--- config.mk ---
export PLATFORM = sky130hd
export DESIGN_NAME = framed_serial_receiver
export DESIGN_NICKNAME = d
export VERILOG_FILES = /design/src/rtl/fsr_pkg.sv /design/src/rtl/fsr_parser.sv /design/src/rtl/fsr_out_buf.sv /design/src/rtl/framed_serial_receiver.sv
export SDC_FILE = /design/constraint.sdc
export NUM_CORES = 1
export LEC_CHECK = 0
export ABC_AREA = 0
export BUFFER_PORTS_ARGS = -buffer_cell sky130_fd_sc_hd__buf_2
export CORE_ASPECT_RATIO = 0.5
export CORE_UTILIZATION = 53
export CTS_CLUSTER_DIAMETER = 50
export CTS_CLUSTER_SIZE = 12
export DETAILED_ROUTE_END_ITERATION = 7
export GPL_ROUTABILITY_DRIVEN = 0
export PLACE_DENSITY = 0.84
export SLEW_MARGIN = 20
export SYNTH_ARGS = -nofsm -noshare
export SYNTH_HDL_FRONTEND = slang
export SYNTH_SLANG_ARGS = --single-unit
--- constraint.sdc ---
create_clock -name clk -period 16.1 [get_ports clk]
set_input_delay 1.61 -clock clk [delete_from_list [all_inputs] [get_ports clk]]
set_output_delay 1.61 -clock clk [all_outputs]
set_load 0.02 [all_outputs]
--- src/rtl/fsr_pkg.sv ---
// Shared types and constants for the framed serial receiver.
package fsr_pkg;

  localparam int unsigned MAX_FRAME_DEF = 255;

  localparam logic [7:0] MARKER_RESET = 8'h55;
  localparam logic [7:0] LEN_MIN      = 8'd3;

  localparam logic [7:0] TYPE_STATUS = 8'd1;
  localparam logic [7:0] TYPE_MOTOR  = 8'd2;
  localparam logic [7:0] TYPE_LIGHT  = 8'd3;
  localparam logic [7:0] TYPE_ERROR  = 8'd4;

  localparam logic [2:0] KIND_STATUS  = 3'd0;
  localparam logic [2:0] KIND_MOTOR   = 3'd1;
  localparam logic [2:0] KIND_LIGHT   = 3'd2;
  localparam logic [2:0] KIND_ERROR   = 3'd3;
  localparam logic [2:0] KIND_UNKNOWN = 3'd4;

  localparam logic [7:0] BIT_BUTTON = 8'h01;
  localparam logic [7:0] BIT_OPEN   = 8'h02;
  localparam logic [7:0] BIT_CLOSED = 8'h04;
  localparam logic [7:0] BIT_FAULT  = 8'h08;

  typedef struct packed {
    logic [31:0] fault_time;
    logic [31:0] closed_time;
    logic [31:0] opened_time;
    logic [31:0] button_time;
    logic [7:0]  status_bits;
    logic [7:0]  frame_length;
    logic [7:0]  first_data;
    logic [2:0]  message_kind;
    logic        frame_good;
  } result_t;

endpackage

--- src/rtl/fsr_parser.sv ---
// Input register, frame tracking, checksum and status store of the receiver.
module fsr_parser #(
  parameter int unsigned MAX_FRAME = fsr_pkg::MAX_FRAME_DEF
) (
  input  logic             clk,
  input  logic             rst_n,
  input  logic             in_valid,
  output logic             in_ready,
  input  logic [7:0]       in_byte,
  input  logic [31:0]      in_time,
  input  logic [7:0]       start_marker,
  input  logic             res_room,
  output logic             res_valid,
  output fsr_pkg::result_t res
);

  logic        s1_valid_r, s1_valid_nxt;
  logic [7:0]  s1_byte_r;
  logic [31:0] s1_time_r;
  logic        s1_fire;

  logic        in_frame_r, in_frame_nxt;
  logic [7:0]  byte_count_r, byte_count_nxt;
  logic [7:0]  expected_length_r, expected_length_nxt;
  logic [7:0]  running_sum_r, running_sum_nxt;
  logic [7:0]  frame_type_r, frame_type_nxt;
  logic [7:0]  data_byte_r, data_byte_nxt;
  logic [7:0]  status_r, status_nxt;
  logic [31:0] button_time_r, button_time_nxt;
  logic [31:0] opened_time_r, opened_time_nxt;
  logic [31:0] closed_time_r, closed_time_nxt;
  logic [31:0] fault_time_r, fault_time_nxt;

  logic [7:0]  cnt;
  logic        has_data;
  logic        good;
  logic [7:0]  first;
  logic [2:0]  kind;

  assign s1_fire      = s1_valid_r && res_room;
  assign in_ready     = !s1_valid_r || s1_fire;
  assign s1_valid_nxt = (in_valid && in_ready) || (s1_valid_r && !s1_fire);

  always_comb begin
    case (frame_type_r)
      fsr_pkg::TYPE_STATUS: kind = fsr_pkg::KIND_STATUS;
      fsr_pkg::TYPE_MOTOR:  kind = fsr_pkg::KIND_MOTOR;
      fsr_pkg::TYPE_LIGHT:  kind = fsr_pkg::KIND_LIGHT;
      fsr_pkg::TYPE_ERROR:  kind = fsr_pkg::KIND_ERROR;
      default:              kind = fsr_pkg::KIND_UNKNOWN;
    endcase
  end

  always_comb begin
    cnt      = byte_count_r + 8'd1;
    has_data = expected_length_r > fsr_pkg::LEN_MIN;
    first    = has_data ? data_byte_r : 8'd0;
    good     = (running_sum_r == s1_byte_r) &&
               !((frame_type_r == fsr_pkg::TYPE_STATUS) && !has_data);

    in_frame_nxt        = in_frame_r;
    byte_count_nxt      = byte_count_r;
    expected_length_nxt = expected_length_r;
    running_sum_nxt     = running_sum_r;
    frame_type_nxt      = frame_type_r;
    data_byte_nxt       = data_byte_r;
    status_nxt          = status_r;
    button_time_nxt     = button_time_r;
    opened_time_nxt     = opened_time_r;
    closed_time_nxt     = closed_time_r;
    fault_time_nxt      = fault_time_r;

    res_valid        = 1'b0;
    res.frame_good   = 1'b0;
    res.message_kind = kind;
    res.first_data   = first;
    res.frame_length = expected_length_r;

    if (s1_fire) begin
      if (!in_frame_r) begin
        if (s1_byte_r == start_marker) begin
          in_frame_nxt        = 1'b1;
          byte_count_nxt      = 8'd0;
          expected_length_nxt = 8'd0;
          running_sum_nxt     = 8'd0;
          frame_type_nxt      = 8'd0;
          data_byte_nxt       = 8'd0;
        end
      end else if (cnt == 8'd1) begin
        if (s1_byte_r < fsr_pkg::LEN_MIN ||
            {1'b0, s1_byte_r} > 9'(MAX_FRAME > 255 ? 255 : MAX_FRAME)) begin
          // Bad length: report and go back to hunting.
          res_valid        = 1'b1;
          res.message_kind = fsr_pkg::KIND_UNKNOWN;
          res.first_data   = 8'd0;
          res.frame_length = s1_byte_r;
          in_frame_nxt        = 1'b0;
          byte_count_nxt      = 8'd0;
          expected_length_nxt = 8'd0;
          running_sum_nxt     = 8'd0;
          frame_type_nxt      = 8'd0;
          data_byte_nxt       = 8'd0;
        end else begin
          byte_count_nxt      = cnt;
          expected_length_nxt = s1_byte_r;
        end
      end else if (cnt == expected_length_r) begin
        // Checksum byte: close the frame, update the status store on a good status frame.
        res_valid      = 1'b1;
        res.frame_good = good;
        if (good && frame_type_r == fsr_pkg::TYPE_STATUS) begin
          status_nxt = first;
          if ((first & fsr_pkg::BIT_BUTTON) != 8'd0) button_time_nxt = s1_time_r;
          if ((first & fsr_pkg::BIT_OPEN)   != 8'd0) opened_time_nxt = s1_time_r;
          if ((first & fsr_pkg::BIT_CLOSED) != 8'd0) closed_time_nxt = s1_time_r;
          if ((first & fsr_pkg::BIT_FAULT)  != 8'd0) fault_time_nxt  = s1_time_r;
        end
        in_frame_nxt        = 1'b0;
        byte_count_nxt      = 8'd0;
        expected_length_nxt = 8'd0;
        running_sum_nxt     = 8'd0;
        frame_type_nxt      = 8'd0;
        data_byte_nxt       = 8'd0;
      end else begin
        byte_count_nxt  = cnt;
        running_sum_nxt = running_sum_r + s1_byte_r;
        if (cnt == 8'd2) frame_type_nxt = s1_byte_r;
        if (cnt == 8'd3) data_byte_nxt  = s1_byte_r;
      end
    end

    res.status_bits = status_nxt;
    res.button_time = button_time_nxt;
    res.opened_time = opened_time_nxt;
    res.closed_time = closed_time_nxt;
    res.fault_time  = fault_time_nxt;
  end

  always_ff @(posedge clk) begin
    if (!rst_n) begin
      s1_valid_r        <= 1'b0;
      in_frame_r        <= 1'b0;
      byte_count_r      <= 8'd0;
      expected_length_r <= 8'd0;
      running_sum_r     <= 8'd0;
      frame_type_r      <= 8'd0;
      data_byte_r       <= 8'd0;
      status_r          <= 8'd0;
      button_time_r     <= 32'd0;
      opened_time_r     <= 32'd0;
      closed_time_r     <= 32'd0;
      fault_time_r      <= 32'd0;
    end else begin
      s1_valid_r        <= s1_valid_nxt;
      in_frame_r        <= in_frame_nxt;
      byte_count_r      <= byte_count_nxt;
      expected_length_r <= expected_length_nxt;
      running_sum_r     <= running_sum_nxt;
      frame_type_r      <= frame_type_nxt;
      data_byte_r       <= data_byte_nxt;
      status_r          <= status_nxt;
      button_time_r     <= button_time_nxt;
      opened_time_r     <= opened_time_nxt;
      closed_time_r     <= closed_time_nxt;
      fault_time_r      <= fault_time_nxt;
    end
  end

  always_ff @(posedge clk) begin
    if (in_valid && in_ready) begin
      s1_byte_r <= in_byte;
      s1_time_r <= in_time;
    end
  end

  a_hunt_no_result: assert property (@(posedge clk) disable iff (!rst_n)
    (s1_fire && !in_frame_r) |-> !res_valid)
    else $error("result produced while hunting");

  a_hunt_clear: assert property (@(posedge clk) disable iff (!rst_n)
    !in_frame_r |-> (byte_count_r == 8'd0 && running_sum_r == 8'd0))
    else $error("frame counters not cleared while hunting");

  a_count_bound: assert property (@(posedge clk) disable iff (!rst_n)
    (in_frame_r && byte_count_r != 8'd0) |-> (byte_count_r < expected_length_r))
    else $error("byte count ran past the frame length");

endmodule

--- src/rtl/fsr_out_buf.sv ---
// Two-entry output register with skid entry for result items.
module fsr_out_buf (
  input  logic             clk,
  input  logic             rst_n,
  input  logic             push,
  input  fsr_pkg::result_t push_data,
  output logic             room,
  output logic             out_valid,
  input  logic             out_ready,
  output fsr_pkg::result_t out_data
);

  logic [1:0]       count_r, count_nxt;
  fsr_pkg::result_t data0_r, data1_r;
  logic             pop;

  assign pop       = out_valid && out_ready;
  assign out_valid = count_r != 2'd0;
  assign room      = count_r != 2'd2;
  assign out_data  = data0_r;

  always_comb begin
    count_nxt = count_r;
    case (count_r)
      2'd0:    if (push) count_nxt = 2'd1;
      2'd1:    if (push && !pop) count_nxt = 2'd2;
               else if (pop && !push) count_nxt = 2'd0;
      2'd2:    if (pop) count_nxt = 2'd1;
      default: count_nxt = 2'd0;
    endcase
  end

  always_ff @(posedge clk) begin
    if (!rst_n) begin
      count_r <= 2'd0;
    end else begin
      count_r <= count_nxt;
    end
  end

  always_ff @(posedge clk) begin
    case (count_r)
      2'd0:    if (push) data0_r <= push_data;
      2'd1:    if (push && pop) data0_r <= push_data;
               else if (push) data1_r <= push_data;
      2'd2:    if (pop) data0_r <= data1_r;
      default: data0_r <= data0_r;
    endcase
  end

  a_no_overflow: assert property (@(posedge clk) disable iff (!rst_n)
    (count_r == 2'd2 && !pop) |=> count_r == 2'd2)
    else $error("output buffer lost its full state");

endmodule

--- src/rtl/framed_serial_receiver.sv ---
// Top level of the framed serial receiver: input channel, config register, output channel.
//
// Usage:
//   The input channel carries one received serial byte and the millisecond time at
//   which it is handled. While hunting, bytes other than the start marker are dropped.
//   After the marker comes a length byte (counting itself, type, data and checksum),
//   the type, length-3 data bytes and an additive mod-256 checksum over type and data.
//   Every finished or rejected frame gives one result item on the output channel with
//   the good flag, message kind, first data byte, length, and the status byte and the
//   four event timestamps as they stand after the frame.
//   The start marker is written through cfg_wr_en/cfg_wr_data; write it only while idle.
// Timing:
//   One item per cycle is accepted while in_tready is high. A byte is held in the input
//   register; its result is then written into the output buffer, which raises out_tvalid.
// Reset:
//   rst_n (synchronous, active low) returns to hunting, sets the marker to 0x55, clears
//   the status byte and the timestamps and empties the output buffer.
// Stall:
//   A two-entry output buffer lets the receiver keep taking bytes while one result waits;
//   in_tready drops only when the buffer is full and a byte is waiting to be processed.
module framed_serial_receiver #(
  parameter int unsigned MAX_FRAME = fsr_pkg::MAX_FRAME_DEF
) (
  input  logic         clk,
  input  logic         rst_n,
  // in_tdata: [7:0] rx_byte, [39:8] now_ms
  input  logic         in_tvalid,
  output logic         in_tready,
  input  logic [39:0]  in_tdata,
  // out_tdata: [7:0] first_data, [15:8] frame_length, [23:16] status_bits,
  //   [55:24] button_time, [87:56] opened_time, [119:88] closed_time,
  //   [151:120] fault_time
  output logic         out_tvalid,
  input  logic         out_tready,
  output logic [151:0] out_tdata,
  // out_tuser: [0] frame_good, [3:1] message_kind
  output logic [3:0]   out_tuser,
  input  logic         cfg_wr_en,
  input  logic [7:0]   cfg_wr_data
);

  logic [7:0]       start_marker_r;
  logic             res_valid;
  logic             res_room;
  fsr_pkg::result_t res;
  fsr_pkg::result_t out_res;

  // Hold the start marker until software writes a new one.
  always_ff @(posedge clk) begin
    if (!rst_n) begin
      start_marker_r <= fsr_pkg::MARKER_RESET;
    end else if (cfg_wr_en) begin
      start_marker_r <= cfg_wr_data;
    end
  end

  fsr_parser #(
    .MAX_FRAME(MAX_FRAME)
  ) u_parser (
    .clk          (clk),
    .rst_n        (rst_n),
    .in_valid     (in_tvalid),
    .in_ready     (in_tready),
    .in_byte      (in_tdata[7:0]),
    .in_time      (in_tdata[39:8]),
    .start_marker (start_marker_r),
    .res_room     (res_room),
    .res_valid    (res_valid),
    .res          (res)
  );

  fsr_out_buf u_out_buf (
    .clk       (clk),
    .rst_n     (rst_n),
    .push      (res_valid),
    .push_data (res),
    .room      (res_room),
    .out_valid (out_tvalid),
    .out_ready (out_tready),
    .out_data  (out_res)
  );

  // Pack the result item onto the stream ports.
  assign out_tdata = {out_res.fault_time, out_res.closed_time, out_res.opened_time,
                      out_res.button_time, out_res.status_bits, out_res.frame_length,
                      out_res.first_data};
  assign out_tuser = {out_res.message_kind, out_res.frame_good};

endmodule

==> flow_summary.json, run 1 <==
{
  "status": "completed",
  "core_area_sq_mm": 0.04073,
  "whs_endpoint": "u_parser.running_sum_r[0]",
  "final_core_util_pct": 60.36,
  "r2r_start": "u_parser.byte_count_r[0]",
  "antenna_found_initial": 1,
  "die-height_um": 146.3,
  "die_w_um": 290.7,
  "skew_ps": 26.33,
  "place_area_sq_mm": 0.02315,
  "vias": 15300,
  "fin_tns_setup_ps": 0,
  "fin_ws_ps": 10400,
  "first_global_vias": 14650,
  "worst_slew_pin_slew_ps": 1091,
  "endpoint_kind": "flop",
  "grt_pass1_wl_um": 81560,
  "hold_violations": 0,
  "reg2reg_depth": 10,
  "setup.worst_path.class": "reg2reg",
  "grt-ovfl-total": 0,
  "synth_cell_types": 66,
  "cts_max_level": 2,
  "cts-buffers-inserted": 50,
  "intPower_mw": 2.062,
  "ir_drop_v": 0.00008143,
  "cp.required_ps": 16300,
  "min_from": "u_parser.running_sum_r[0]",
  "io_pins": 211,
  "rows": 52,
  "finalMaxSlewViolations": 0,
  "cts_buffer_depth": 3,
  "vias_per_cell": 5.989,
  "routedWlPerCell_um": 20.65,
  "yosysMostFrequentCell": "nand2_1",
  "ant_nets": 0,
  "rsz0062_at_grt": "no",
  "p_switching_mw": 0.5214,
  "antenna_cells": 0,
  "slew_headroom_pct": 27.30,
  "rrSetupSlack_ps": 10400,
  "min_path_cells": 2,
  "critPathMaxFanout": 75,
  "ys_ff_latch": 540,
  "dp_hpwl_um": 31690,
  "drt-total-wl_um": 52760,
  "worst_ep_arrival_time_ps": 5890,
  "cts_tree": "yes",
  "synthCells": 1858,
  "min_path_type": "reg2reg",
  "yosys-top-cells-count": "nand2_1, edfxtp_1, dfxtp_1, a21oi_1, and3_1",
  "power-per-cell-area_mw_per_mm2": 105.1,
  "max_freq_mhz": 175.5,
  "port_buffers": 210,
  "syn_avg_cell_area_sq_um": 11.89,
  "clk_latency_ps": 580,
  "seqPwrFrac_pct": 57.5,
  "syn_area_sq_mm": 0.02208,
  "die_area_sq_mm": 0.04254,
  "area_growth_syn_to_layout_pct": 11.33,
  "critPathLaunchType": "flop",
  "finalCritPeriodShare_pct": 35.39,
  "totalPowerFinal_mw": 2.583,
  "yosysSeqAreaShare_pct": 64.91,
  "drive_above_1_share_pct": 17.27,
  "leakage_nw": 9.960,
  "grt_max_degree": 103,
  "cts_resized": 0,
  "drc": 0,
  "first_iter_violations": 1801,
  "track_usage_pct": 24.29,
  "netSwitchingFraction_pct": 20.18,
  "clock-sinks": 540,
  "pwr-share-comb_pct": 1.1,
  "finalNetCount": 2041,
  "place_ws_ps": 10540,
  "synth-edff-count": 352,
  "cts-root-buf": "clkbuf_16",
  "cts.clk_slew.worst_paths_ps": 60,
  "cap_violations": 0,
  "ys.flop_type": "edfxtp_1",
  "syn_nets": 1923,
  "synth_top_area_share_pct": 47.87,
  "floorplan.initialDensity_pct": 54.22,
  "synth_area_leader_cell": "edfxtp_1",
  "synth.area.top_cells": "edfxtp_1, dfxtp_1, nand2_1, a221o_1, and3_1",
  "p_clk_share_pct": 41.4,
  "r2r-end": "u_out_buf.data1_r[46]",
  "first_pass_iters": 6,
  "ys_warn_count": 0,
  "async_reset_ff_share_pct": 0,
  "finalInstanceArea_sq_mm": 0.02458,
  "min_period_ps": 5697,
  "cts_setup_buffers": 0,
  "setup_violations": 0,
  "cts_hold_buf": 0
}
## metrics by stage
step	hold WS, ps	std cells
final	466.0	2555
after global routing	486.2	2555
after CTS	464.8	2555
after detailed placement	456.2	2464
after global placement	445.0	2464
after floorplan	434.9	1858
## critical path: stages, from the launching register on
cell and delay (ps):
dfxtp_1 520, ha_1 360, nand3_2 150, o31ai_1 490
o311ai_4 240, or4_1 820, o31ai_1 180, nand3b_1 180
nor2_4 550, buf_4 930, buf_4 820
## cell type report
cell class / count / area [sq um]
clock buffers: 88 / 1394
clock inverters: 3 / 33.78
fillers: 3066 / 16150
inverters: 12 / 47.55
multi-input cells: 1141 / 6890
flip-flops and latches: 540 / 14330
well taps: 540 / 675.6
repair buffers: 231 / 1209
## metal layers
layer / global-route usage [%] / up-vias / wire length (um)
li1: - / 7072 / -
met1: 31.79 / 7470 / 20990
met2: 41.05 / 642 / 26290
met3: 3.836 / 116 / 3750
met4: 9.206 / 2 / 1717
met5: 0 / - / 8
## kinds of logic after synthesis
| kind of cell | Yosys count | share of synthesized area, % |
|---|---|---|
| adders and majority gates | 12 | 0.7139 |
| buffers and inverters | 177 | 4.199 |
| xor gates and xnor gates | 26 | 1.031 |
| and+or+nand+nor | 707 | 15.31 |
| AOI/OAI and AO/OA | 351 | 11.60 |
| DFF | 540 | 64.91 |
| muxes | 45 | 2.238 |
## power by group through the flow
stage          Combinational, mW  Sequential (mW)  Clock (mW)
2_1_floorplan             0.0241             1.50           0
4_1_cts                   0.0285             1.48        1.08
3_5_place_dp              0.0284             1.51           0
5_1_grt                   0.0310             1.49        1.13
6_report                  0.0286             1.49        1.07
3_3_place_gp              0.0281             1.51           0
## worst max-delay path by stage
stage	startpoint	end	slack, ps
after global placement	u_parser.byte_count_r[0]	u_out_buf.data1_r[76]	10560
after floorplan	u_parser.byte_count_r[1]	u_out_buf.out_data[0]	5390
after CTS	u_parser.byte_count_r[0]	u_out_buf.data1_r[46]	10510
after global routing	u_parser.byte_count_r[0]	u_out_buf.data1_r[46]	10100
after detailed placement	u_parser.byte_count_r[0]	u_out_buf.data1_r[44]	10540
final	u_parser.byte_count_r[0]	u_out_buf.data1_r[46]	10400
## cell usage in the layout (no fill, tap or decap), drive strengths merged, types with 31 or more instances in the layout
| cell | count |
|---|---|
| mux2 | 35 |
| clkbuf | 88 |
| nor2 | 31 |
| a21oi | 150 |
| edfxtp | 352 |
| and3 | 146 |
| dfxtp | 188 |
| o21ai | 32 |
| a221o | 122 |
| buf | 231 |
| nand2 | 384 |
| nand3 | 59 |
## sequential cells by signal, indices dropped and copies added, names as in the netlist
register / cells
u_parser.running_sum_r: 8
u_out_buf.data1_r: 156
u_out_buf.out_data: 156
u_parser.s1_time_r: 32
u_parser.expected_length_r: 8
u_out_buf.count_r: 2
u_parser.frame_type_r: 8
u_parser.s1_byte_r: 8
u_parser.status_r: 8
start_marker_r: 8
u_parser.fault_time_r: 32
u_parser.in_frame_r: 1
u_parser.data_byte_r: 8
u_parser.byte_count_r: 8
u_parser.closed_time_r: 32
u_parser.opened_time_r: 32
u_parser.s1_valid_r: 1
u_parser.button_time_r: 32
(Power assumes the default switching activity.)
==> run 2, diff against run 1 <==
Settings changed: PLACE_DENSITY 0.84 to 0.86.
Clock period 16.1 ns to 5.1 ns, I/O delays scaled along.
==> run 2 against run 1 <==
Effect of this change: via count rose by 2.4%; critical path type unchanged; register-to-register slack got worse by 9500 ps; die area stayed put; largest power group unchanged.
==> flow_summary.json, run 2 (synthesized netlist as in run 1, its figures left out) <==
{
  "status": "completed",
  "cpMostUsedCell": "buf_4",
  "ant_nets": 0,
  "path_cells": "ha_4, nand3_2, or3_4, a2111oi_4, o211ai_2, buf_4, o21ai_2, mux2i_1, o22ai_4, buf_4",
  "cp.buffers_inverters": 2,
  "cp.required_ps": 5370,
  "leakage_nw": 10.08,
  "drc": 0,
  "first_iter_violations": 1642,
  "grt-ovfl-total": 0,
  "skew_ps": 31.90,
  "cts-root-buf": "clkbuf_16",
  "worst_ep_arrival_time_ps": 4420,
  "area_growth_syn_to_layout_pct": 12.74,
  "max_stage_delay_ps": 660,
  "finalMaxSlewViolations": 0,
  "antenna_cells": 0,
  "layout_commonest_cell": "nand2_1",
  "finalCritPeriodShare_pct": 81.42,
  "die_w_um": 290.7,
  "die_area_sq_mm": 0.04254,
  "rows": 52,
  "rsz0062_at_grt": "no",
  "track_usage_pct": 25.30,
  "critPathMaxFanout": 18,
  "drt-total-wl_um": 55440,
  "crit_slowest_cell": "o22ai_4",
  "grt_pass1_wl_um": 84710,
  "first_pass_iters": 6,
  "path_delay_family": "compound AO/OA/AOI/OAI gates",
  "cts_setup_buffers": 0,
  "port_buffers": 210,
  "clk_latency_ps": 600,
  "io_pins": 211,
  "cts.clk_slew.worst_paths_ps": 60,
  "setup_violations": 0,
  "cts_max_level": 2,
  "final_cell_mix": "nand2_1, edfxtp_1, buf_2",
  "vias": 15670,
  "critPathLaunchType": "flop",
  "ir_drop_v": 0.0002800,
  "power-per-cell-area_mw_per_mm2": 334.6,
  "antenna_found_initial": 0,
  "die-height_um": 146.3,
  "slew_headroom_pct": 26.21,
  "cap_violations": 0,
  "cts_resized": 0,
  "min_period_ps": 4153,
  "grt_max_degree": 137,
  "first_global_vias": 15380,
  "worst_slew_pin_slew_ps": 1107,
  "cts_buffer_depth": 3,
  "cts-buffers-inserted": 51,
  "setup.worst_path.class": "reg2reg",
  "clock-sinks": 540,
  "totalPowerFinal_mw": 8.330,
  "floorplan.initialDensity_pct": 54.22,
  "max_freq_mhz": 240.8,
  "drive_above_1_share_pct": 18.03,
  "vias_per_cell": 6.096,
  "dp_hpwl_um": 32890,
  "cts_tree": "yes",
  "hold_violations": 0,
  "core_area_sq_mm": 0.04073,
  "cts_hold_buf": 0,
  "finalNetCount": 2052,
  "fin_tns_setup_ps": 0,
  "routedWlPerCell_um": 21.57,
  "min_path_type": "in2reg",
  "endpoint_kind": "flop"
}
-- run 2: power by group --
| group | internal, mW | switching, mW | leakage, nW | total (mW) |
|---|---|---|---|---|
| clock | 1.93 | 1.61 | 0.718 | 3.54 |
| sequential | 4.63 | 0.0626 | 4.75 | 4.70 |
| combinational | 0.0325 | 0.0599 | 4.61 | 0.0924 |
-- run 2: worst paths after layout --
check / startpoint / endpoint / slack [ps] / cells past startpoint
worst min register to register: u_parser.running_sum_r[4] / u_parser.running_sum_r[4] / 460 / 2
worst max register to register: u_parser.byte_count_r[0] / u_out_buf.out_data[11] / 950 / 10
worst max-delay path: u_parser.byte_count_r[0] / u_out_buf.out_data[11] / 950 / 10
worst min-delay path: in_tdata[35] / u_parser.s1_time_r[27] / 90 / 1
-- run 2: area by class of cell --
class | count | area, sq um
Sequential cell | 540 | 14340
Clock inverter | 4 | 63.81
Clock buffer | 92 | 1451
Multi-Input combinational cell | 1141 | 6914
Fill cell | 2974 | 15830
Timing Repair Buffer | 241 | 1409
Inverter | 12 | 47.55
Tap cell | 540 | 675.6
-- run 2: through the flow --
step                      utilization [%]  cell area [sq um]  hold slack (ps)  setup slack (ps)  instances
after global placement              57.39              23380            444.3              1145       2474
after detailed placement            57.39              23380            451.4              1020       2474
after floorplan                         -              22140            434.9             8.259       1858
after CTS                           61.11              24890            69.23              1000       2570
after global routing                61.13              24900            70.05             726.3       2570
final                               61.13              24900            87.06             947.4       2570
-- run 2: per-layer routing --
layer	part of all wire [%]	up-vias	GRT usage, %
met5	0	-	0
met4	3.5	0	9.630
met3	8.9	155	4.232
met2	49	846	43.13
met1	38	7552	32.62
li1	-	7113	-
